## src/rtl/jst_pkg.sv

```systemverilog
// Shared types and constants of the job slot table.
// No dependencies; jst_front, jst_queue, jst_back and the top import this package.
package jst_pkg;

	localparam int SLOTS    = 4096;
	localparam int IDX_W    = $clog2(SLOTS);
	localparam int FILL_W   = IDX_W + 1;
	localparam int GEN_W    = 8;
	localparam int CNT_W    = 24;
	localparam int CHUNK_W  = 16;
	localparam int FUNC_W   = 2;
	localparam int STATUS_W = 2;
	localparam int QDEPTH   = 2;

	localparam logic [FILL_W-1:0] MIN_FREE_RESET = FILL_W'(1024);

	// Request function codes
	localparam logic [FUNC_W-1:0] FUNC_CREATE    = 2'd0;
	localparam logic [FUNC_W-1:0] FUNC_TASK_DONE = 2'd1;
	localparam logic [FUNC_W-1:0] FUNC_QUERY     = 2'd2;

	// Response status codes
	localparam logic [STATUS_W-1:0] ST_OK        = 2'd0;
	localparam logic [STATUS_W-1:0] ST_BAD_COUNT = 2'd1;
	localparam logic [STATUS_W-1:0] ST_FULL      = 2'd2;
	localparam logic [STATUS_W-1:0] ST_STALE     = 2'd3;

	typedef struct packed {
		logic [FUNC_W-1:0]  func;
		logic [CNT_W-1:0]   item_count;
		logic [CHUNK_W-1:0] items_per_task;
		logic [IDX_W-1:0]   handle_index;
		logic [GEN_W-1:0]   handle_generation;
	} req_word_t;

	typedef struct packed {
		logic [STATUS_W-1:0] status;
		logic [IDX_W-1:0]    job_index;
		logic [GEN_W-1:0]    job_generation;
		logic [CNT_W-1:0]    task_total;
		logic                finished;
		logic [FILL_W-1:0]   live_jobs;
	} rsp_word_t;

	// Classified command handed from the front to the back
	typedef enum logic [1:0] {
		CMD_CREATE,
		CMD_TASK_DONE,
		CMD_QUERY,
		CMD_REPLY
	} cmd_kind_t;

	typedef struct packed {
		cmd_kind_t           kind;
		logic [STATUS_W-1:0] status;
		logic [CNT_W-1:0]    total;
		logic [IDX_W-1:0]    index;
		logic [GEN_W-1:0]    generation;
	} cmd_t;

	typedef enum logic [1:0] {
		F_IDLE,
		F_DIV,
		F_PUSH
	} front_state_t;

	typedef enum logic [2:0] {
		B_IDLE,
		B_ISSUE,
		B_POP_GEN,
		B_POP_WAIT,
		B_CHECK,
		B_REPLY
	} back_state_t;

endpackage

```

## src/rtl/jst_front.sv

```systemverilog
// Front end: accepts request words, classifies them and computes the task
// count of a create by a restoring divider. Depends on jst_pkg.
module jst_front import jst_pkg::*; (
	input  logic      clk,
	input  logic      arst_n,
	input  logic      req_valid,
	output logic      req_ready,
	input  req_word_t req,
	output logic      push,
	output cmd_t      push_cmd,
	input  logic      q_full
);

	localparam int STEP_W = $clog2(CNT_W + 1);

	front_state_t       state_q, state_d;
	cmd_t               cmd_q;
	logic [CNT_W-1:0]   quo_q;
	logic [CHUNK_W-1:0] rem_q;
	logic [CHUNK_W-1:0] divisor_q;
	logic [STEP_W-1:0]  step_q;

	logic               accept;
	logic               go_div;
	logic [CHUNK_W:0]   shifted;
	logic               take;
	logic [CHUNK_W-1:0] rem_next;

	assign req_ready = (state_q == F_IDLE);
	assign accept    = req_valid && req_ready;
	assign go_div    = (req.func == FUNC_CREATE) && (req.item_count != '0)
		&& (req.items_per_task != '0);

	// One quotient bit per cycle
	always_comb begin
		shifted  = {rem_q, quo_q[CNT_W-1]};
		take     = (shifted >= {1'b0, divisor_q});
		rem_next = take ? CHUNK_W'(shifted - {1'b0, divisor_q}) : shifted[CHUNK_W-1:0];
	end

	// Round the quotient up when a remainder is left
	always_comb begin
		push_cmd = cmd_q;
		if (cmd_q.kind == CMD_CREATE) begin
			push_cmd.total = quo_q + CNT_W'(rem_q != '0);
		end else begin
			push_cmd.total = '0;
		end
	end

	// State register
	always_ff @(posedge clk or negedge arst_n) begin
		if (!arst_n) begin
			state_q <= F_IDLE;
		end else begin
			state_q <= state_d;
		end
	end

	// Next state and queue push
	always_comb begin
		state_d = state_q;
		push    = 1'b0;
		case (state_q)
			F_IDLE: begin
				if (accept) begin
					state_d = go_div ? F_DIV : F_PUSH;
				end
			end
			F_DIV: begin
				if (step_q == STEP_W'(CNT_W - 1)) begin
					state_d = F_PUSH;
				end
			end
			F_PUSH: begin
				if (!q_full) begin
					push    = 1'b1;
					state_d = F_IDLE;
				end
			end
			default: begin
				state_d = F_IDLE;
			end
		endcase
	end

	// Classify the accepted word and run the divider
	always_ff @(posedge clk) begin
		if (accept) begin
			cmd_q.total      <= '0;
			cmd_q.index      <= req.handle_index;
			cmd_q.generation <= req.handle_generation;
			quo_q            <= req.item_count;
			rem_q            <= '0;
			divisor_q        <= req.items_per_task;
			step_q           <= '0;
			case (req.func)
				FUNC_CREATE: begin
					cmd_q.kind   <= go_div ? CMD_CREATE : CMD_REPLY;
					cmd_q.status <= go_div ? ST_OK : ST_BAD_COUNT;
				end
				FUNC_TASK_DONE: begin
					cmd_q.kind   <= CMD_TASK_DONE;
					cmd_q.status <= ST_OK;
				end
				FUNC_QUERY: begin
					cmd_q.kind   <= CMD_QUERY;
					cmd_q.status <= ST_OK;
				end
				default: begin
					cmd_q.kind   <= CMD_REPLY;
					cmd_q.status <= ST_OK;
				end
			endcase
		end else if (state_q == F_DIV) begin
			quo_q  <= {quo_q[CNT_W-2:0], take};
			rem_q  <= rem_next;
			step_q <= step_q + 1'b1;
		end
	end

endmodule

```

## config.mk

```make
export PLATFORM = sky130hd
export DESIGN_NAME = jst_front
export DESIGN_NICKNAME = d
export VERILOG_FILES = /design/src/rtl/jst_pkg.sv /design/src/rtl/jst_front.sv
export SDC_FILE = /design/constraint.sdc
export NUM_CORES = 1
export LEC_CHECK = 0
export BUFFER_PORTS_ARGS = -buffer_cell sky130_fd_sc_hd__buf_2
export CAP_MARGIN = 20
export CORE_MARGIN = 2
export CORE_UTILIZATION = 25
export DETAILED_ROUTE_END_ITERATION = 6
export GPL_TIMING_DRIVEN = 0
export HOLD_SLACK_MARGIN = 0.15
export PLACE_DENSITY = 0.46
export REMOVE_ABC_BUFFERS = 1
export SETUP_SLACK_MARGIN = 0.5
export SYNTH_ARGS = -nofsm -noshare
export SYNTH_HDL_FRONTEND = slang
export SYNTH_SLANG_ARGS = --single-unit
export TNS_END_PERCENT = 20
```

## constraint.sdc

```tcl
create_clock -name clk -period 6.4 [get_ports clk]
set_input_delay 0.64 -clock clk [delete_from_list [all_inputs] [get_ports clk]]
set_output_delay 0.64 -clock clk [all_outputs]
set_load 0.01 [all_outputs]
```

---- Word-level counts from Yosys, hierarchy flattened ----
Cells that the tools add are included.
W data, S select, Z words.
storage, ports and cells
  bits in registers ....................... 87
  input bits .............................. 66
  output and inout port bits .............. 50
  word-level logic and storage cells ...... 46
operators by class
  $add $sub $neg .......................... 3
  magnitude comparators ................... 1
  equality and inequality tests ........... 8
  mux-type cells .......................... 14
  reduce and logical (&&, ||, !) cells .... 11
operator list
  cell                   count
  $mux W24               3
  $reduce_bool A16 Y1    2
  $add A24 B1 Y24        1
  $reduce_bool A24 Y1    1
  $ge A17 B16 Y1         1
  $mux W16               1
  $sub A16 B16 Y16       1
  $pmux W4 S3            1
  $mux W2                5
  $logic_not A2 Y1       3
  $pmux W2 S3            1
  $add A5 B1 Y5 const B  1
  $eq A5 B5 Y1 const B   1
  $eq A2 B1 Y1 const B   2
  $eq A2 B2 Y1 const B   2
  $ne A2 B2 Y1 const B   2
  $logic_and A1 B1 Y1    3
  $mux W1                3
  $reduce_and A3 Y1      1
  $ne A2 B1 Y1 const B   1
  $reduce_bool A2 Y1     1

---- Logic depth before layout (Yosys ltp) ----
Gate-level depths: netlist of run 1.
  depth after elaboration ................. 6
  mapped depth ............................ 12
  gate-level depth less buffers ........... 10

---- Least setup slack after synthesis of run 1 ----
No wires, ideal clock.
  path type ............................... register -> register
  start ................................... reg state_q[1]
  end ..................................... reg divisor_q[0], enable pin
  setup time .............................. 0.419 ns
  arrival ................................. 2.210 ns
  data required time ...................... 5.981 ns
  setup slack ............................. 3.771 ns
  stages on the path, launching flop included .. 5
  path buffers ............................ 1
  clock period less this slack ............ 2.629 ns
  cell sequence ........................... dfrtp_1 nor2_1 nand2_1 inv_1 clkbuf_1
between the ends
  longest elaborated chain between the ends .. 2
ends and longest elaborated chain
  item                    RTL line         RTL
  from (decl)             jst_front.sv:16  front_state_t state_q, state_d;
  from (signal assigned)  jst_front.sv:56  state_q <= state_d;
  $logic_not A2 Y1        jst_front.sv:29  assign req_ready = (state_q == F_IDLE);
  named net req_ready     jst_front.sv:7   output logic req_ready,
  $logic_and A1 B1 Y1     jst_front.sv:30  assign accept = req_valid && req_ready;
  named net accept        jst_front.sv:23  logic accept;
  to (signal assigned)    jst_front.sv:95  divisor_q <= req.items_per_task;
  to (decl)               jst_front.sv:20  logic [CHUNK_W-1:0] divisor_q;
The timed path passes the listed nets, and every way through them passes these cells.
A chain may end at the register's enable or synchronous reset.

==> results of run 1 <==
layer usage:
layer,vias up,track usage (%)
li1,1968,-
met1,1896,15.7
met2,83,20.5
met3,9,2.56
met4,0,5.21
met5,-,0
critical path, stage by stage (launching register included):
cell	delay [ns]
dfxtp_1	0.34
nor4_1	0.51
nand4_1	0.26
ha_1	0.27
nand3_1	0.21
nor3_2	0.13
and2b_1	0.21
nand3_1	0.10
xor2_1	0.18
nor2_1	0.06
buf_2	0.16
power by group through the flow:
stage / clock [uW] / sequential, uW / combinational [uW]
6_report: 547 / 1000 / 1190
5_1_grt: 583 / 1030 / 1330
4_1_cts: 563 / 1010 / 1200
3_5_place_dp: 0 / 1020 / 1190
3_3_place_gp: 0 / 1020 / 1160
2_1_floorplan: 0 / 986 / 832
cell type report:
class	count	area (sq um)	share of cell area, %
flip-flops and latches	86	2360	40.0
multi-input cells	367	2220	37.6
repair buffers	118	636	10.8
well taps	234	293	4.96
clock buffers	9	225	3.82
inverters	23	86.3	1.46
clock inverters	7	81.3	1.38
repair_timing:
| action | in CTS | in global routing |
|---|---|---|
| hold buffers | 1 | 0 |
| endpoints found under the hold margin | 2 | 0 |
| endpoints found under the setup margin | 0 | 0 |
worst paths after layout:
kind	cells after the start	startpoint	endpoint	slack (ns)
setup / recovery	10	rem_q[7]	push_cmd[41]	2.97
hold / removal	1	req[18]	push_cmd[18]	0.46
setup reg to reg	6	state_q[1]	quo_q[21]	3.06
hold reg to reg	2	step_q[1]	step_q[1]	0.49
max in group asynchronous	2	arst_n	state_q[0]	5.71
min in group asynchronous	2	arst_n	state_q[1]	0.60
cell usage in the layout (no fill, tap or decap), types with 3 or more instances in the layout:
cell	netlist	final
a21o_1	4	4
a21oi_1	16	16
a21oi_2	3	3
buf_2	1	114
clkbuf_16	0	9
dfxtp_1	21	21
edfxtp_1	63	63
ha_1	19	19
inv_1	23	22
mux2i_1	10	10
nand2_1	103	103
nand2b_1	5	5
nand3_1	21	21
nand4_1	13	13
nor2_1	46	46
nor3_1	4	4
nor4_1	15	15
o211ai_1	4	4
o21ai_0	14	14
o21ai_1	10	10
o21bai_1	5	5
or3_1	4	4
xnor2_1	12	12
xor2_1	22	22
cell families (layout without fill, tap and decap cells):
family | after synthesis | in the layout | synth area share, %
adder cells (fa/ha/maj) | 20 | 20 | 5.38
AND/OR/NAND/NOR | 229 | 229 | 22.1
multiplexers | 11 | 11 | 2.40
flip-flops | 86 | 86 | 49.3
AO/OA/AOI/OAI | 72 | 72 | 10.1
other | 1 | 1 | 0.0783
XOR/XNOR | 34 | 34 | 6.21
buffers and inverters | 41 | 157 | 4.46
per-stage QoR:
step	cell area (sq um)	hold slack (ns)
after floorplan	4660	0.344
after global placement	5530	0.429
after detailed placement	5580	0.428
after CTS	5900	0.441
after global routing	5900	0.443
final	5900	0.457
flip-flops by register name, indices dropped and copies added (netlist names):
signal,cells
quo_q,24
divisor_q,16
push_cmd,23
state_q,2
step_q,5
rem_q,16
==> metrics.csv, run 1 <==
stage,metric,value,unit
logic_synthesis,share of the synthesized area in the top cell type,39.5,%
logic_synthesis,Most used DFF post-synth,edfxtp_1,
timing,Clock Skews,0.00901,ns
critical_path,Setup crit start kind,flip-flop,
timing,Relative slew margins,29.0,%
global_route,vias in the first global route,3960,
drt,Vias/cell,4.69,
drt,DRT iter0 DRCs,203,
power,switching power,1110,uW
global_route,aggregate global-route resource usage,12.4,%
drt,iteration count of the initial detailed-routing pass,5,
timing,Max Clk Rate,0.292,GHz
logic_synthesis,most frequent cell after synthesis,nand2_1,
timing,Hold Fails Final Rpt,0,
place,pre-CTS setup slack,2.78,ns
drt,Final ANT Viol Nets,0,
run,max-cap violation count,0,
timing,slew at the pin closest to its max-slew limit,1.06,ns
place,PortBufs,114,
drt,wire per inst,14.5,microns
final_layout,Final nets,691,
timing,setup TNS,0,ns
floorplan,row count,50,
global_route,antenna violations before repair,0,
floorplan,Die X,142,microns
logic_synthesis,dominant cell type by area after synthesis,edfxtp_1,
power,Power Dens Cells,464,nW/um^2
timing,Finish-stage setup viols,0,
floorplan,Initial Util,25.5,%
logic_synthesis,Synth Cell Area,4790,sq um
power,clock share of power,20.0,%
clock_tree,Num CTS Buffers,9,
power,Power Total,2740,uW
logic_synthesis,Synth area leaders,"edfxtp_1, dfxtp_1, nand2_1, ha_1, xor2_1",
logic_synthesis,Mapped Cells,494,
drt,final wirelength,12200,microns
global_route,grt total ovfl,0,
global_route,first-pass GRT wire length,19700,microns
clock_tree,CTS H-tree lvls,3,
drt,WL met1,5640,microns
clock_tree,CTS max path bufs,2,
final_layout,fill count,2018,
final_layout,Non-Filler Instances,844,
place,Final GP Congestion,0.792,
power,LEAKAGE,0.00245,uW
final_layout,P&R area growth vs syn,23.1,%
clock_tree,clk_lat worst skew,0.35,ns
clock_tree,post-cts repair resize count,0,
critical_path,CP required,5.76,ns
hold_path,HP Class,primary input to flip-flop,
drt,DRC violations left,0,
timing,setup ws final,2.97,ns
clock_tree,setup repair bufs after CTS,0,
logic_synthesis,Post-synth EDFFs,63,
floorplan,Die Area,20300,sq um
logic_synthesis,Commonest cells post-synth,"nand2_1, edfxtp_1, nor2_1",
clock_tree,clock sinks,86,
final_layout,fin util,31.4,%
power,Pint,1620,uW
final_layout,fraction of layout cells with a size suffix above 1,24.6,%
floorplan,core area,18800,sq um
critical_path,kind of end point of the critical path,output pin,
logic_synthesis,synth warn,0,
timing,Max Slew Vio Count,0,
power,combinational share of power,43.3,%
global_route,largest net degree at the start of global routing,40,
place,number of instances in the placed design,827,
clock_tree,clock slew at reported path FFs,0.07,ns
power,sw frac,40.7,%
critical_path,Arrival @ worst endpoint,2.79,ns
timing,RSZ-0062 raised after global routing,false,
logic_synthesis,Synth cell types,61,
logic_synthesis,#FFs+latches synth,86,
final_layout,antenna fix cells,0,
logic_synthesis,sequential area share after synthesis,49.3,%
timing,Final period util,53.6,%
drt,met2 WL post-DR,5950,microns
clock_tree,CTS root buf,clkbuf_16,
floorplan,height of the die,142,microns
floorplan,I/O Pins,116,
logic_synthesis,Mapped Avg Cell Area,9.70,sq um
drt,max layer used,met4,
power,sequential power share,36.7,%
drt,WL met3,490,microns
clock_tree,CTS tree,built,
critical_path,Critical Setup Path Class,flip-flop to output pin,
critical_path,CP max FO,5,
place,DP Wirelength,9380,microns
logic_synthesis,share of flip-flops with an asynchronous set or reset,2.33,%
timing,min cycle time layout,3.43,ns
run_status,outcome,completed,
drt,vias,3956,
power,Peak VDD IR,0.243,mV
(Power assumes the default switching activity.)
==> inputs of run 2 (changes only) <==
--- a/config.mk
+++ b/config.mk
@@ -12,7 +12,7 @@
 export DETAILED_ROUTE_END_ITERATION = 6
 export GPL_TIMING_DRIVEN = 0
 export HOLD_SLACK_MARGIN = 0.15
-export PLACE_DENSITY = 0.46
+export PLACE_DENSITY = 0.48
 export REMOVE_ABC_BUFFERS = 1
 export SETUP_SLACK_MARGIN = 0.5
 export SYNTH_ARGS = -nofsm -noshare
==> constraint.sdc (replaced) <==
create_clock -name clk -period 2.9 [get_ports clk]
set_input_delay 0.29 -clock clk [delete_from_list [all_inputs] [get_ports clk]]
set_output_delay 0.29 -clock clk [all_outputs]
set_load 0.01 [all_outputs]
==> run 2 against run 1 <==
Sequential cell count did not move. Setup slack got worse by 2.7 ns. Cell area rose by 9.6%. Count of clock-buffer cells in the layout rose by 1. Sequential share of layout area fell by 3.3 points. First-iteration DRC count fell by 11%. Cell count rose by 5.2%. Non-clock buffer count rose by 43. Critical path type unchanged.
==> metrics.csv, run 2 (synthesized netlist as in run 1, its figures left out) <==
stage,metric,value,unit,change
drt,Vias/cell,4.57,,-2.6%
clock_tree,clk_lat worst skew,0.35,ns,about the same
critical_path,worst reg2reg setup slack,0.37,ns,-2.69 ns
global_route,antenna violations before repair,0,,unchanged
final_layout,Biggest register,quo_q,,
timing,setup ws final,0.292,ns,-2.68 ns
floorplan,core area,18800,sq um,unchanged
clock_tree,Num CTS Buffers,9,,unchanged
clock_tree,CTS root buf,clkbuf_16,,
drt,DRT iter0 DRCs,181,,-11%
place,DP Wirelength,9290,microns,-1.0%
drt,Final ANT Viol Nets,0,,unchanged
floorplan,I/O Pins,116,,unchanged
clock_tree,CTS max path bufs,2,,unchanged
drt,iteration count of the initial detailed-routing pass,4,,-1
power,Peak VDD IR,0.395,mV,+63%
place,Final GP Congestion,0.791,,-0.13%
global_route,vias in the first global route,4096,,+3.4%
floorplan,Initial Util,25.5,%,unchanged
critical_path,origin of the worst setup path,rem_q[13],,
final_layout,P&R area growth vs syn,34.9,%,
hold_path,Worst Hold Depth,3,,+2
timing,min cycle time layout,2.61,ns,
critical_path,Critical Setup Path Class,flip-flop to output pin,,
hold_path,Min-Delay Endpoint,state_q[1],,
power,Power Dens Cells,978,nW/um^2,+110%
power,Power Total,6320,uW,+130%
floorplan,row count,50,,unchanged
run,max-cap violation count,0,,unchanged
critical_path,CP required,2.61,ns,-3.15 ns
timing,Finish-stage setup viols,0,,unchanged
hold_path,hold path startpoint,q_full,,
final_layout,max reg flops,24,,unchanged
run_status,outcome,completed,,
drt,wire per inst,14.2,microns,-2.3%
timing,Max Clk Rate,0.383,GHz,
timing,Relative slew margins,62.2,%,+33 points
critical_path,Setup crit start kind,flip-flop,,
timing,slew at the pin closest to its max-slew limit,0.567,ns,-0.497 ns
drt,DRC violations left,0,,unchanged
final_layout,most common library cell in the layout ignoring fill and taps,buf_2,,
global_route,grt total ovfl,0,,unchanged
timing,Final period util,89.9,%,
power,LEAKAGE,0.00270,uW,+10%
critical_path,worst reg2reg startpoint,rem_q[13],,
timing,Max Slew Vio Count,0,,unchanged
final_layout,Final nets,735,,+6.4%
floorplan,Die X,142,microns,unchanged
global_route,aggregate global-route resource usage,12.6,%,+0.27 points
timing,Clock Skews,0.00576,ns,-0.00325 ns
critical_path,CP max FO,3,,-2
final_layout,fraction of layout cells with a size suffix above 1,27.7,%,+3.1 points
clock_tree,CTS tree,built,,
drt,final wirelength,12600,microns,+2.7%
critical_path,kind of end point of the critical path,output pin,,
floorplan,height of the die,142,microns,unchanged
global_route,first-pass GRT wire length,20100,microns,+2.0%
final_layout,"commonest non-fill, non-tap cells in the layout","buf_2, nand2_1, edfxtp_1",,
place,PortBufs,114,,unchanged
timing,RSZ-0062 raised after global routing,true,,
drt,vias,4055,,+2.5%
critical_path,Arrival @ worst endpoint,2.32,ns,-0.47 ns
floorplan,Die Area,20300,sq um,unchanged
critical_path,RR Endpoint,rem_q[0],,
hold_path,HP Class,primary input to flip-flop,,
timing,Hold Fails Final Rpt,0,,unchanged
global_route,largest net degree at the start of global routing,37,,-7.5%
clock_tree,clock slew at reported path FFs,0.06,ns,about the same
critical_path,reg2reg path depth,8,,+2
final_layout,antenna fix cells,0,,unchanged
place,pre-CTS setup slack,-0.520,ns,-3.30 ns
clock_tree,CTS H-tree lvls,3,,unchanged
final_layout,fin util,34.5,%,+3.0 points
clock_tree,clock sinks,86,,unchanged
==> run 2: changes by cell type in the layout (fill, tap and decap cells not counted), moves of 2 or more <==
| cell | delta |
|---|---|
| nand2_1 | -2 |
| nor4_1 | -4 |
| dlygate4sd3_1 | +36 |
| nand3_1 | -3 |
| nor3_4 | +2 |
| buf_4 | +7 |
| nand3_2 | +2 |
| dfxtp_1 | -9 |
| dfxtp_2 | +8 |
| ha_1 | -2 |
| nor4_4 | +3 |
| clkinvlp_4 | +2 |
==> run 2: layer usage <==
layer,vias up,part of all wire (%),track usage [%]
li1,2056,-,-
met1,1915,45,15.7
met2,69,49,21.5
met3,15,3.2,2.22
met4,0,2.1,5.63
met5,-,0,0
==> run 2: final cells by class <==
cell class                 count  area (sq um)
clock buffer                  10           239
clock inverter                 6          68.8
fill                        1940         12300
inverter                      23          92.6
multi-input combinational    367          2340
sequential                    86          2380
tap                          234           293
timing repair buffer         161          1050
timing repair inverter         1          7.51
==> run 2: worst max-delay path: stages, from the launching register on <==
cell	delay (ns)
dfxtp_4	0.35
nor4_4	0.30
nand4_1	0.21
ha_2	0.26
nand3_4	0.09
nor3_4	0.05
and2b_2	0.24
nand3_2	0.08
xnor2_1	0.06
nor2_1	0.16
buf_2	0.16
==> run 2: what timing repair did <==
action,4_1_cts,5_1_grt
setup buffers,7,0
pin swaps,7,3
gates resized for setup,36,0
endpoints found under the hold margin,38,0
hold buffers,37,0
endpoints found under the setup margin,59,59
cloned,1,0
==> run 2: worst max-delay path by stage <==
stage | depth (start not counted) | slack [ns] | end
detailed placement | 6 | -0.52 | quo_q[9]
floorplan | 5 | -0.96 | quo_q[0]
CTS | 10 | 0.21 | push_cmd[41]
finish | 10 | 0.29 | push_cmd[43]
global route | 10 | 0.12 | push_cmd[42]
global placement | 5 | -2.66 | quo_q[14]
==> run 2: through the flow <==
step           hold slack (ns)  setup TNS, ns  instance area (sq um)  instances
6_report                 0.200              0                   6470        888
4_1_cts                  0.190              0                   6470        888
3_3_place_gp            0.0761        -153.56                   5530        824
5_1_grt                  0.218              0                   6470        888
2_1_floorplan         -0.00559         -26.09                   4660        476
3_5_place_dp            0.0770         -12.91                   5580        827
==> run 2: report_power, final <==
group	total, uW	leakage [uW]	internal (uW)	switching [uW]
clock network	1200	0.000151	696	503
logic	2850	0.00175	1210	1650
registers	2270	0.000799	1870	396
