[src/rtl/jst_pkg.sv]
// Shared types and constants of the job slot table.
// No dependencies; jst_front, jst_queue, jst_back and the top import this package.
package jst_pkg;

	localparam int SLOTS    = 4096;
	localparam int IDX_W    = $clog2(SLOTS);
	localparam int FILL_W   = IDX_W + 1;
	localparam int GEN_W    = 8;
	localparam int CNT_W    = 24;
	localparam int CHUNK_W  = 16;
	localparam int FUNC_W   = 2;
	localparam int STATUS_W = 2;
	localparam int QDEPTH   = 2;

	localparam logic [FILL_W-1:0] MIN_FREE_RESET = FILL_W'(1024);

	// Request function codes
	localparam logic [FUNC_W-1:0] FUNC_CREATE    = 2'd0;
	localparam logic [FUNC_W-1:0] FUNC_TASK_DONE = 2'd1;
	localparam logic [FUNC_W-1:0] FUNC_QUERY     = 2'd2;

	// Response status codes
	localparam logic [STATUS_W-1:0] ST_OK        = 2'd0;
	localparam logic [STATUS_W-1:0] ST_BAD_COUNT = 2'd1;
	localparam logic [STATUS_W-1:0] ST_FULL      = 2'd2;
	localparam logic [STATUS_W-1:0] ST_STALE     = 2'd3;

	typedef struct packed {
		logic [FUNC_W-1:0]  func;
		logic [CNT_W-1:0]   item_count;
		logic [CHUNK_W-1:0] items_per_task;
		logic [IDX_W-1:0]   handle_index;
		logic [GEN_W-1:0]   handle_generation;
	} req_word_t;

	typedef struct packed {
		logic [STATUS_W-1:0] status;
		logic [IDX_W-1:0]    job_index;
		logic [GEN_W-1:0]    job_generation;
		logic [CNT_W-1:0]    task_total;
		logic                finished;
		logic [FILL_W-1:0]   live_jobs;
	} rsp_word_t;

	// Classified command handed from the front to the back
	typedef enum logic [1:0] {
		CMD_CREATE,
		CMD_TASK_DONE,
		CMD_QUERY,
		CMD_REPLY
	} cmd_kind_t;

	typedef struct packed {
		cmd_kind_t           kind;
		logic [STATUS_W-1:0] status;
		logic [CNT_W-1:0]    total;
		logic [IDX_W-1:0]    index;
		logic [GEN_W-1:0]    generation;
	} cmd_t;

	typedef enum logic [1:0] {
		F_IDLE,
		F_DIV,
		F_PUSH
	} front_state_t;

	typedef enum logic [2:0] {
		B_IDLE,
		B_ISSUE,
		B_POP_GEN,
		B_POP_WAIT,
		B_CHECK,
		B_REPLY
	} back_state_t;

endpackage

[src/rtl/jst_queue.sv]
// Short command queue between the front and back ends.
// Depends on jst_pkg for the command type and depth.
module jst_queue import jst_pkg::*; (
	input  logic clk,
	input  logic arst_n,
	input  logic push,
	input  cmd_t push_cmd,
	output logic full,
	input  logic pop,
	output cmd_t pop_cmd,
	output logic empty
);

	localparam int PTR_W = (QDEPTH > 1) ? $clog2(QDEPTH) : 1;
	localparam int CNT_QW = $clog2(QDEPTH + 1);

	cmd_t              entry_q [QDEPTH];
	logic [PTR_W-1:0]  wr_ptr_q;
	logic [PTR_W-1:0]  rd_ptr_q;
	logic [CNT_QW-1:0] count_q;

	assign full    = (count_q == CNT_QW'(QDEPTH));
	assign empty   = (count_q == '0);
	assign pop_cmd = entry_q[rd_ptr_q];

	// Advance pointers and count
	always_ff @(posedge clk or negedge arst_n) begin
		if (!arst_n) begin
			wr_ptr_q <= '0;
			rd_ptr_q <= '0;
			count_q  <= '0;
		end else begin
			if (push) begin
				wr_ptr_q <= (wr_ptr_q == PTR_W'(QDEPTH - 1)) ? '0 : wr_ptr_q + 1'b1;
			end
			if (pop) begin
				rd_ptr_q <= (rd_ptr_q == PTR_W'(QDEPTH - 1)) ? '0 : rd_ptr_q + 1'b1;
			end
			if (push && !pop) begin
				count_q <= count_q + 1'b1;
			end else if (pop && !push) begin
				count_q <= count_q - 1'b1;
			end
		end
	end

	// Store pushed commands
	always_ff @(posedge clk) begin
		if (push) begin
			entry_q[wr_ptr_q] <= push_cmd;
		end
	end

endmodule

[config.mk]
export PLATFORM = sky130hd
export DESIGN_NAME = jst_queue
export DESIGN_NICKNAME = d
export VERILOG_FILES = /design/src/rtl/jst_pkg.sv /design/src/rtl/jst_queue.sv
export SDC_FILE = /design/constraint.sdc
export NUM_CORES = 1
export LEC_CHECK = 0
export ABC_AREA = 0
export ABC_CLOCK_PERIOD_IN_PS = 2900
export BUFFER_PORTS_ARGS = -buffer_cell sky130_fd_sc_hd__buf_4
export CAP_MARGIN = 15
export CORE_ASPECT_RATIO = 0.7
export CORE_MARGIN = 4
export CORE_UTILIZATION = 40
export CTS_CLUSTER_SIZE = 25
export DETAILED_ROUTE_END_ITERATION = 6
export PLACE_DENSITY = 0.71
export SYNTH_ARGS = -nofsm -noshare
export SYNTH_HDL_FRONTEND = slang
export SYNTH_SLANG_ARGS = --single-unit
[constraint.sdc]
create_clock -name clk -period 2.9 [get_ports clk]
set_input_delay 0.145 -clock clk [delete_from_list [all_inputs] [get_ports clk]]
set_output_delay 0.145 -clock clk [all_outputs]
set_load 0.01 [all_outputs]
; Word level (Yosys, flattened, before mapping)
; Memory sizes are Yosys's and may differ from the RTL's.
; Cells that the tools add are included.
[totals]
output_inout_bits = 50
in_bits = 52
mem_bits_rw = 96
mem_count = 1
word_cells = 21
ff_bits = 4
[classes]
n_addsub = 4
reduce_logical = 6
muxes = 6
eq_ne = 1
[memory_table]
columns = name, depth, word_bits, read_ports, rd_clocked_by_memory_dff, wr, line_no
row1 = entry_q, 2, 48, 1, 0, 1, jst_queue.sv:17  ; cmd_t entry_q [QDEPTH];
[ops]
columns = cell, n
row1 = $mux W1, 4
row2 = $mux W2, 2
row3 = $add A1 B1 Y1 const B, 2
row4 = $add A2 B1 Y2 const B, 1
row5 = $eq A2 B2 Y1 const B, 1
row6 = $logic_and A1 B1 Y1, 2
row7 = $logic_not A1 Y1, 2
row8 = $logic_not A2 Y1, 1
row9 = $reduce_bool A2 Y1, 1
row10 = $sub A2 B1 Y2 const B, 1

; Longest topological paths before layout
; Gate-level depths: netlist of the first run.
[depth]
ltp_word = 4
ltp_mapped = 5
depth_no_buf = 5

; Worst setup path before layout of the first run
; OpenSTA, ideal clock, no wires.
[synth_timing]
kind = register to register
from = reg wr_ptr_q
to = mem entry_q[0][0] in the netlist's numbering, enable pin
stages_incl_launch_ff = 2
setup_time_ns = 0.459
period_less_slack_ns = 3.004
n_path_buf = 0
arrival_time_ns = 2.544
required_time_ns = 2.441
setup_slack_ns = -0.104
path_cell_list = dfrtp_1 -> nor2b_1
[synth_rtl]
columns = item, line_no
row1 = start: declaration, jst_queue.sv:18  ; logic [PTR_W-1:0] wr_ptr_q;
row2 = start signal: assignment, jst_queue.sv:34  ; wr_ptr_q <= (wr_ptr_q == PTR_W'(QDEPTH - 1)) ? '0 : wr_ptr_q + 1'b1;
row3 = end: declaration, jst_queue.sv:17
; No word-level cell before the write port.

==> results of run 1 <==
how the worst min path moves through the flow:
stage | slack (ns) | end | cells after the start
after floorplan | -0.15 | count_q[0] | 0
final | 0.15 | rd_ptr_q | 2
after global routing | 0.12 | rd_ptr_q | 2
after global placement | -0.05 | count_q[1] | 1
after CTS | 0.001 | entry_q[0][43] | 1
after detailed placement | -0.06 | count_q[1] | 1
per-stage QoR:
stage | utilization | total power [mW] | worst slack (ns) | hold slack, ns
after floorplan | - | 2.90 | 0.818 | -0.151
after global placement | 0.512 | 3.56 | 1.20 | -0.0546
after detailed placement | 0.512 | 3.57 | 1.21 | -0.0551
after CTS | 0.595 | 4.65 | 0.832 | 0.00121
after global routing | 0.596 | 4.84 | 0.763 | 0.125
final | 0.596 | 4.58 | 0.879 | 0.145
layer usage:
metal / track usage / vias to the layer above / wire [µm]
met2: 0.225 / 83 / 3250
met3: 0.0735 / 6 / 696
met4: 0.0366 / 0 / 59
li1: - / 966 / -
met5: 0 / - / 0
met1: 0.163 / 961 / 2970
cell usage after synthesis (all sizes together):
cell,n
inv,1
ha,1
nor2b,2
and2,1
mux2,48
xnor2,1
xor2,4
edfxtp,96
nor2,2
buf,5
dfrtp,4
power by group:
part	internal (mW)	leakage (nW)	switching [mW]	total, mW
logic	0.852	1.01	0.653	1.51
clock network	0.563	0.122	0.447	1.01
registers	1.92	0.947	0.143	2.06
cell families after synthesis:
logic type    Yosys count  share of synthesized area
xor+xnor                5                     0.0118
buf+inv                 6                     0.0142
mux                    48                      0.156
fa+ha+maj               1                    0.00338
simple gates            5                    0.00711
flops                 100                      0.807
worst max-delay path, delay by kind of cell (launching register included):
family   cells  cell delay [ns]
flops        1             0.72
buf+inv      2             0.43
mux          1             0.37
final cells by class:
| class | count | area (µm²) |
|---|---|---|
| multi-input combinational | 59 | 669 |
| fill | 665 | 3650 |
| clock buffer | 10 | 229 |
| inverter | 1 | 3.75 |
| clock inverter | 5 | 20.0 |
| sequential | 100 | 2980 |
| timing repair buffer | 156 | 1320 |
| tap | 124 | 155 |
state kept, by name, indices dropped and copies added (netlist names):
| signal | cells |
|---|---|
| count_q | 2 |
| entry_q | 96 |
| wr_ptr_q | 1 |
| rd_ptr_q | 1 |
==> key figures, run 1 <==
Outcome
  – Status: completed

Routing
  – Routed WL per cell: 15.3 µm
  – Vias: 2,016
  – Final ANT Viol Nets: 0
  – Vias/cell: 4.43
  – Drt first pass iters: 4
  – Remaining routing DRC violations: 0
  – Number of DRC markers in iteration 0: 138
  – Routed Wire Length: 6980 µm

Floorplan
  – Total die area: 0.0109 mm²
  – Row cnt: 29
  – Die height: 88.4 µm
  – Core ar.: 0.00903 mm²
  – Starting Density: 0.409
  – DIE WIDTH: 123 µm
  – # IOs: 102

Global route
  – First-pass GRT wire length: 10,900 µm
  – GRT Util Overall: 0.138
  – Largest net degree at the start of global routing: 30
  – GR Overflow Total: 0
  – Vias in the first global route: 2,187
  – Antenna violations before repair: 0

Synthesis
  – Post-synthesis sequential area ratio: 0.807
  – Cell area after synthesis: 0.00370 mm²
  – Synth cell types: 14
  – Syn Area/Cell: 22.4 µm²
  – Synthesis Warnings: 0
  – Top post-synthesis cells by area: edfxtp_1 78%, mux2_2 12%, mux2_4 4.1%
  – Area leader, netlist: edfxtp_1
  – Yosys top cell area share: 0.780
  – Post-Syn Instances: 165
  – Syn Nets: 218
  – #FFs+latches synth: 100

Worst hold path
  – Worst hold path type: in -> async

Worst setup path
  – CP max stage delay: 0.72 ns
  – RR Startpoint: wr_ptr_q
  – Crit path max fanout: 29
  – Worst reg2reg path depth: 2
  – Cell Chain, Critical Path: buf_12 -> mux2_2 -> buf_4
  – Crit path capture type: output pin
  – R2r setup slk: 1.25 ns
  – CP startpoint kind: flip-flop
  – CP endpoint: pop_cmd[21]
  – Critical Path RT: 2.76 ns
  – Slowest CP cell: dfrtp_2
  – FF-to-FF End: entry_q[0][25]
  – Setup CP Type: reg -> out
  – Worst Path Arrival: 1.88 ns
  – Worst Setup SP: rd_ptr_q

CTS
  – Clk sink count: 100
  – Maximum level of the CTS H-tree: 3
  – CTS buffer count: 9
  – Post-CTS setup buffers: 0
  – Worst skew pair latency: 0.33 ns
  – Clock Path Buffers: 2
  – Clock Tree Root: clkbuf_16
  – CTS Hold Buffers Added: 50
  – Clock slew at reported path FFs: 0.06 ns
  – CTS tree: built
  – Cts repair resizes: 0

Job
  – Max cap viols: 0

Placed design
  – Placed Instance Area: 0.00463 mm²
  – RePlAce Congestion: 0.698
  – Dpl cells: 389
  – Port Buf Inserts: 101
  – Detail Placement HPWL: 4300 µm

Timing
  – Fmax achieved: 495 MHz
  – Worst-Margin Slew: 0.765 ns
  – Layout Skew: 0.00503 ns
  – Final setup fails: 0
  – Slew Limit Headroom: 0.489
  – RSZ-0062 raised after global routing: false
  – Final hold violations: 0
  – Fin crit period: 2.02 ns
  – Period utilization: 0.697
  – Setup tns final: 0 ns
  – Max-slew violations: 0

Finish
  – Layout Cells excl Fill: 455
  – Final instance area: 0.00539 mm²
  – Antenna Cells: 0
  – Commonest cells after routing, fill and taps aside: 103 x buf_4, 96 x edfxtp_1, 51 x dlygate4sd3_1
  – Most common cell after layout, fill and taps aside: buf_4
  – Layout net count: 380
  – Share of post-route cells with drive strength above 1: 0.502
  – Area Overhead vs Synth: 45.7%

Power
  – Leak: 2.08 nW
  – Peak supply drop: 448 µV
  – Pwr per Cell Area: 850 mW/mm²
(Power assumes the default switching activity.)
==> run 2: changes to the inputs <==
--- a/config.mk
+++ b/config.mk
@@ -6,7 +6,7 @@
 export NUM_CORES = 1
 export LEC_CHECK = 0
 export ABC_AREA = 0
-export ABC_CLOCK_PERIOD_IN_PS = 2900
+export ABC_CLOCK_PERIOD_IN_PS = 1870
 export BUFFER_PORTS_ARGS = -buffer_cell sky130_fd_sc_hd__buf_4
 export CAP_MARGIN = 15
 export CORE_ASPECT_RATIO = 0.7
@@ -14,7 +14,7 @@
 export CORE_UTILIZATION = 40
 export CTS_CLUSTER_SIZE = 25
 export DETAILED_ROUTE_END_ITERATION = 6
-export PLACE_DENSITY = 0.71
+export PLACE_DENSITY = 0.69
 export SYNTH_ARGS = -nofsm -noshare
 export SYNTH_HDL_FRONTEND = slang
 export SYNTH_SLANG_ARGS = --single-unit
==> constraint.sdc (replaced) <==
create_clock -name clk -period 1.87 [get_ports clk]
set_input_delay 0.0935 -clock clk [delete_from_list [all_inputs] [get_ports clk]]
set_output_delay 0.0935 -clock clk [all_outputs]
set_load 0.01 [all_outputs]
==> key figures, run 2 (synthesis gave the netlist of run 1 again) <==
Timing
  – Final hold slack: 0.119 ns
  – Layout Skew: 0.00298 ns
  – Setup tns final: 0 ns
  – Worst-Margin Slew: 0.391 ns
  – Max-slew violations: 0
  – Final setup fails: 0
  – Period utilization: 0.884
  – Final hold violations: 0
  – RSZ-0062 raised after global routing: false
  – Fmax achieved: 605 MHz
  – Fin crit period: 1.65 ns
  – Slew Limit Headroom: 0.739

Worst setup path
  – RR Startpoint: wr_ptr_q
  – CP top delay family: buffers and inverters
  – Critical Path RT: 1.78 ns
  – CP startpoint kind: flip-flop
  – Setup CP Type: reg -> out
  – Cell Chain, Critical Path: buf_12 -> mux2_2 -> buf_4
  – R2r setup slk: 0.58 ns
  – Crit path capture type: output pin
  – Crit path depth: 3
  – Worst reg2reg path depth: 2
  – CP endpoint: pop_cmd[44]
  – WP buf/inv: 2
  – Worst Setup SP: rd_ptr_q
  – CP max stage delay: 0.40 ns
  – Crit path max fanout: 49
  – Slowest CP cell: mux2_2
  – Worst Path Arrival: 1.56 ns
  – FF-to-FF End: entry_q[1][42]

Floorplan
  – DIE WIDTH: 123 µm
  – Total die area: 0.0109 mm²
  – Core ar.: 0.00903 mm²
  – # IOs: 102
  – Row cnt: 29
  – Die height: 88.4 µm
  – Starting Density: 0.409

Power
  – Clock power share: 0.245
  – Peak supply drop: 747 µV
  – Int Pwr: 5.32 mW
  – Switching Fraction: 0.272
  – Sequential share of power: 0.425
  – Power share of the combinational group: 0.330
  – NetSw: 1.98 mW
  – Leak: 2.10 nW
  – Pwr per Cell Area: 1350 mW/mm²

Finish
  – Final core occ: 0.600
  – Max reg flops: 96
  – Largest regs: entry_q x96, count_q x2
  – Filler Cell Count: 679
  – Most common cell after layout, fill and taps aside: buf_4
  – Layout net count: 381
  – Final instance area: 0.00542 mm²
  – Share of post-route cells with drive strength above 1: 0.517
  – Area Overhead vs Synth: 46.8%
  – Commonest cells after routing, fill and taps aside: 105 x buf_4, 96 x edfxtp_1, 51 x dlygate4sd3_1
  – Antenna Cells: 0
  – Biggest register: entry_q

Placed design
  – Placed Instance Area: 0.00462 mm²
  – Detail Placement HPWL: 4450 µm
  – Port Buf Inserts: 101
  – RePlAce Congestion: 0.713

CTS
  – Clock Path Buffers: 2
  – Maximum level of the CTS H-tree: 3
  – Worst skew pair latency: 0.34 ns
  – Clock Tree Root: clkbuf_16
  – Clk sink count: 100
  – Clock slew at reported path FFs: 0.06 ns
  – CTS tree: built
  – CTS buffer count: 9
  – Post-CTS setup buffers: 0

Global route
  – GR Overflow Total: 0
  – First-pass GRT wire length: 10,800 µm
  – Largest net degree at the start of global routing: 50
  – GRT Util Overall: 0.135
  – Vias in the first global route: 2,188
  – Antenna violations before repair: 0

Job
  – Max cap viols: 0

Routing
  – Vias: 2,015
  – Routed Wire Length: 7020 µm
  – Final ANT Viol Nets: 0
  – Number of DRC markers in iteration 0: 76
  – Vias/cell: 4.41
  – Remaining routing DRC violations: 0
  – Routed WL per cell: 15.4 µm
  – Drt first pass iters: 4

Worst hold path
  – Worst hold path type: in -> async

Outcome
  – Status: completed
## run 2: cell count changes in the layout (fill, tap and decap cells not counted)
| cell | previous run | this run |
|---|---|---|
| clkinv_2 | 1 | 2 |
| buf_4 | 103 | 105 |
| clkinv_1 | 4 | 1 |
| bufinv_16 | 0 | 1 |
| buf_12 | 2 | 1 |
| clkbuf_1 | 1 | 0 |
| clkinv_4 | 0 | 1 |
| clkinvlp_4 | 0 | 2 |
## run 2: per-layer routing
metal / vias to the layer above / GRT usage / wire length [µm]
li1: 967 / - / -
met1: 953 / 0.173 / 3150
met2: 86 / 0.214 / 3240
met3: 9 / 0.0486 / 529
met4: 0 / 0.0518 / 100
met5: - / 0 / 0
## run 2: final cells by class
| cell class | count | area, µm² | area share |
|---|---|---|---|
| Multi-Input combinational cell | 59 | 669 | 0.123 |
| Timing Repair Buffer | 157 | 1320 | 0.243 |
| Sequential cell | 100 | 2980 | 0.550 |
| Clock inverter | 7 | 67.6 | 0.0125 |
| Clock buffer | 9 | 225 | 0.0415 |
| Inverter | 1 | 3.75 | 0.000692 |
| Tap cell | 124 | 155 | 0.0286 |
## run 2: power groups by stage
| stage | clock, mW | combinational [mW] | sequential [mW] |
|---|---|---|---|
| after floorplan | 0 | 1.37 | 3.12 |
| after global placement | 0 | 2.34 | 3.14 |
| after detailed placement | 0 | 2.35 | 3.16 |
| after CTS | 1.85 | 2.45 | 3.12 |
| after global routing | 1.95 | 2.60 | 3.14 |
| final | 1.79 | 2.41 | 3.11 |
## run 2: timing repair
item | CTS | global route
resized for setup | 0 | 0
endpoints found under the setup margin | 0 | 0
hold endpoints to repair | 102 | 0
hold buffers | 51 | 0
## run 2: worst min path at each step
stage	startpoint	endpoint	slack, ns
floorplan	arst_n	count_q[0]	-0.20
global placement	arst_n	count_q[0]	-0.11
detailed placement	arst_n	count_q[0]	-0.11
CTS	arst_n	rd_ptr_q	0.07
global route	arst_n	rd_ptr_q	0.10
finish	arst_n	count_q[0]	0.12
## run 2: metrics by stage
step / total power [mW] / setup slack, ns / instances
final: 7.31 / 0.217 / 457
after global routing: 7.69 / 0.164 / 457
after CTS: 7.42 / 0.199 / 457
after detailed placement: 5.51 / 0.572 / 390
after global placement: 5.48 / 0.579 / 390
after floorplan: 4.49 / 0.311 / 165
## run 2: worst reg2reg max path, stage by stage (launching register included)
cell,delay (ns)
dfrtp_1,0.42
and2_2,0.18
buf_4,0.34
==> run 3: changes to the inputs <==
--- a/config.mk
+++ b/config.mk
@@ -15,6 +15,7 @@
 export CTS_CLUSTER_SIZE = 25
 export DETAILED_ROUTE_END_ITERATION = 6
 export PLACE_DENSITY = 0.69
+export RECOVER_POWER = 25
 export SYNTH_ARGS = -nofsm -noshare
 export SYNTH_HDL_FRONTEND = slang
 export SYNTH_SLANG_ARGS = --single-unit
==> key figures, run 3 (synthesis gave the netlist of run 1 again) <==
Outcome
  – Status: completed

Routing
  – Number of DRC markers in iteration 0: 74
  – Remaining routing DRC violations: 0
  – Vias: 2,014
  – Vias/cell: 4.41
  – Final ANT Viol Nets: 0
  – Drt first pass iters: 4
  – Routed WL per cell: 15.3 µm
  – Routed Wire Length: 6980 µm

Power
  – Leak: 2.07 nW
  – Peak supply drop: 744 µV
  – Tot Pwr: 7.29 mW
  – Pwr per Cell Area: 1350 mW/mm²

Finish
  – Biggest register: entry_q
  – Share of post-route cells with drive strength above 1: 0.502
  – Filler Cell Count: 685
  – Multi-input logic area: 669 µm²
  – Largest regs: entry_q x96, count_q x2
  – Layout net count: 381
  – Commonest cells after routing, fill and taps aside: 96 x edfxtp_1, 74 x buf_4, 51 x dlygate4sd3_1
  – Most common cell after layout, fill and taps aside: edfxtp_1
  – Antenna Cells: 0
  – Area Overhead vs Synth: 46.2%
  – Register Area: 0.00298 mm²
  – Max reg flops: 96

Global route
  – Vias in the first global route: 2,188
  – First-pass GRT wire length: 10,800 µm
  – Antenna violations before repair: 0
  – GRT Util Overall: 0.135
  – Largest net degree at the start of global routing: 50
  – GR Overflow Total: 0

Worst setup path
  – Setup CP Type: reg -> out
  – CP endpoint: pop_cmd[44]
  – RR Startpoint: wr_ptr_q
  – Crit path capture type: output pin
  – CP startpoint kind: flip-flop
  – Crit path max fanout: 49
  – Worst reg2reg path depth: 2
  – Worst Path Arrival: 1.56 ns
  – R2r setup slk: 0.58 ns
  – Critical Path RT: 1.78 ns
  – FF-to-FF End: entry_q[1][42]
  – Worst Setup SP: rd_ptr_q

Floorplan
  – # IOs: 102
  – DIE WIDTH: 123 µm
  – Total die area: 0.0109 mm²
  – Row cnt: 29
  – Starting Density: 0.409
  – Core ar.: 0.00903 mm²
  – Die height: 88.4 µm

Placed design
  – RePlAce Congestion: 0.713
  – Setup slack at placement: 0.572 ns
  – Detail Placement HPWL: 4450 µm
  – Port Buf Inserts: 101

CTS
  – Clk sink count: 100
  – CTS tree: built
  – Clock Path Buffers: 2
  – Maximum level of the CTS H-tree: 3
  – CTS buffer count: 9
  – Clock slew at reported path FFs: 0.06 ns
  – Post-CTS setup buffers: 0
  – Clock Tree Root: clkbuf_16
  – Worst skew pair latency: 0.33 ns

Timing
  – Final setup fails: 0
  – Final hold violations: 0
  – Final WS setup: 0.218 ns
  – Slew Limit Headroom: 0.742
  – Period utilization: 0.883
  – RSZ-0062 raised after global routing: false
  – Layout Skew: 0.00321 ns
  – Max-slew violations: 0
  – Worst-Margin Slew: 0.387 ns
  – Fmax achieved: 605 MHz
  – Fin crit period: 1.65 ns
  – Setup tns final: 0 ns

Job
  – Max cap viols: 0

Worst hold path
  – Worst hold path type: in -> async
## run 3: changes by cell type in the layout (fill, tap and decap cells not counted), sizes merged
cell | previous run | this run
clkbuf | 9 | 39
buf | 106 | 76
## run 3: cell type report
| class | instances | area share |
|---|---|---|
| Multi-Input combinational cell | 59 | 0.124 |
| Inverter | 1 | 0.000694 |
| Timing Repair Buffer | 157 | 0.241 |
| Clock buffer | 9 | 0.0417 |
| Tap cell | 124 | 0.0287 |
| Clock inverter | 7 | 0.0125 |
| Sequential cell | 100 | 0.552 |
## run 3: worst max-delay path, stage by stage, from the launching register on
cell and delay, ns:
dfrtp_2 0.37, buf_12 0.29, mux2_2 0.40, buf_4 0.15
## run 3: timing repair
action                                 CTS  global route
hold buffers                            51             0
gates resized for setup                  0             0
endpoints found under the hold margin  102             0
## run 3: power breakdown
group | switching [mW] | internal, mW | leakage (nW) | total, mW
clock network | 0.757 | 1.03 | 0.139 | 1.79
logic | 1.09 | 1.31 | 0.987 | 2.40
registers | 0.129 | 2.98 | 0.947 | 3.11
total | 1.98 | 5.32 | 2.07 | 7.29
## run 3: metrics by stage
stage	cell area (µm²)	hold WS [ns]	utilization	std cells
floorplan	3700	-0.202	-	165
global placement	4620	-0.108	0.511	390
detailed placement	4620	-0.106	0.511	390
CTS	5420	0.0696	0.600	457
global route	5410	0.136	0.598	457
finish	5410	0.144	0.598	457
## run 3: worst min path at each step
stage | start | endpoint | slack, ns | depth (start not counted)
after CTS | arst_n | rd_ptr_q | 0.07 | 2
after global placement | arst_n | count_q[0] | -0.11 | 1
after floorplan | arst_n | count_q[0] | -0.20 | 0
after detailed placement | arst_n | count_q[0] | -0.11 | 1
final | arst_n | count_q[0] | 0.14 | 2
after global routing | arst_n | wr_ptr_q | 0.14 | 2
## run 3: metal layers
layer,vias up,GRT usage,wire length (µm),part of all wire
met5,-,0,0,0
met4,0,0.0518,96,0.014
met1,952,0.173,3120,0.45
met3,9,0.0486,528,0.076
li1,968,-,-,-
met2,85,0.214,3230,0.46
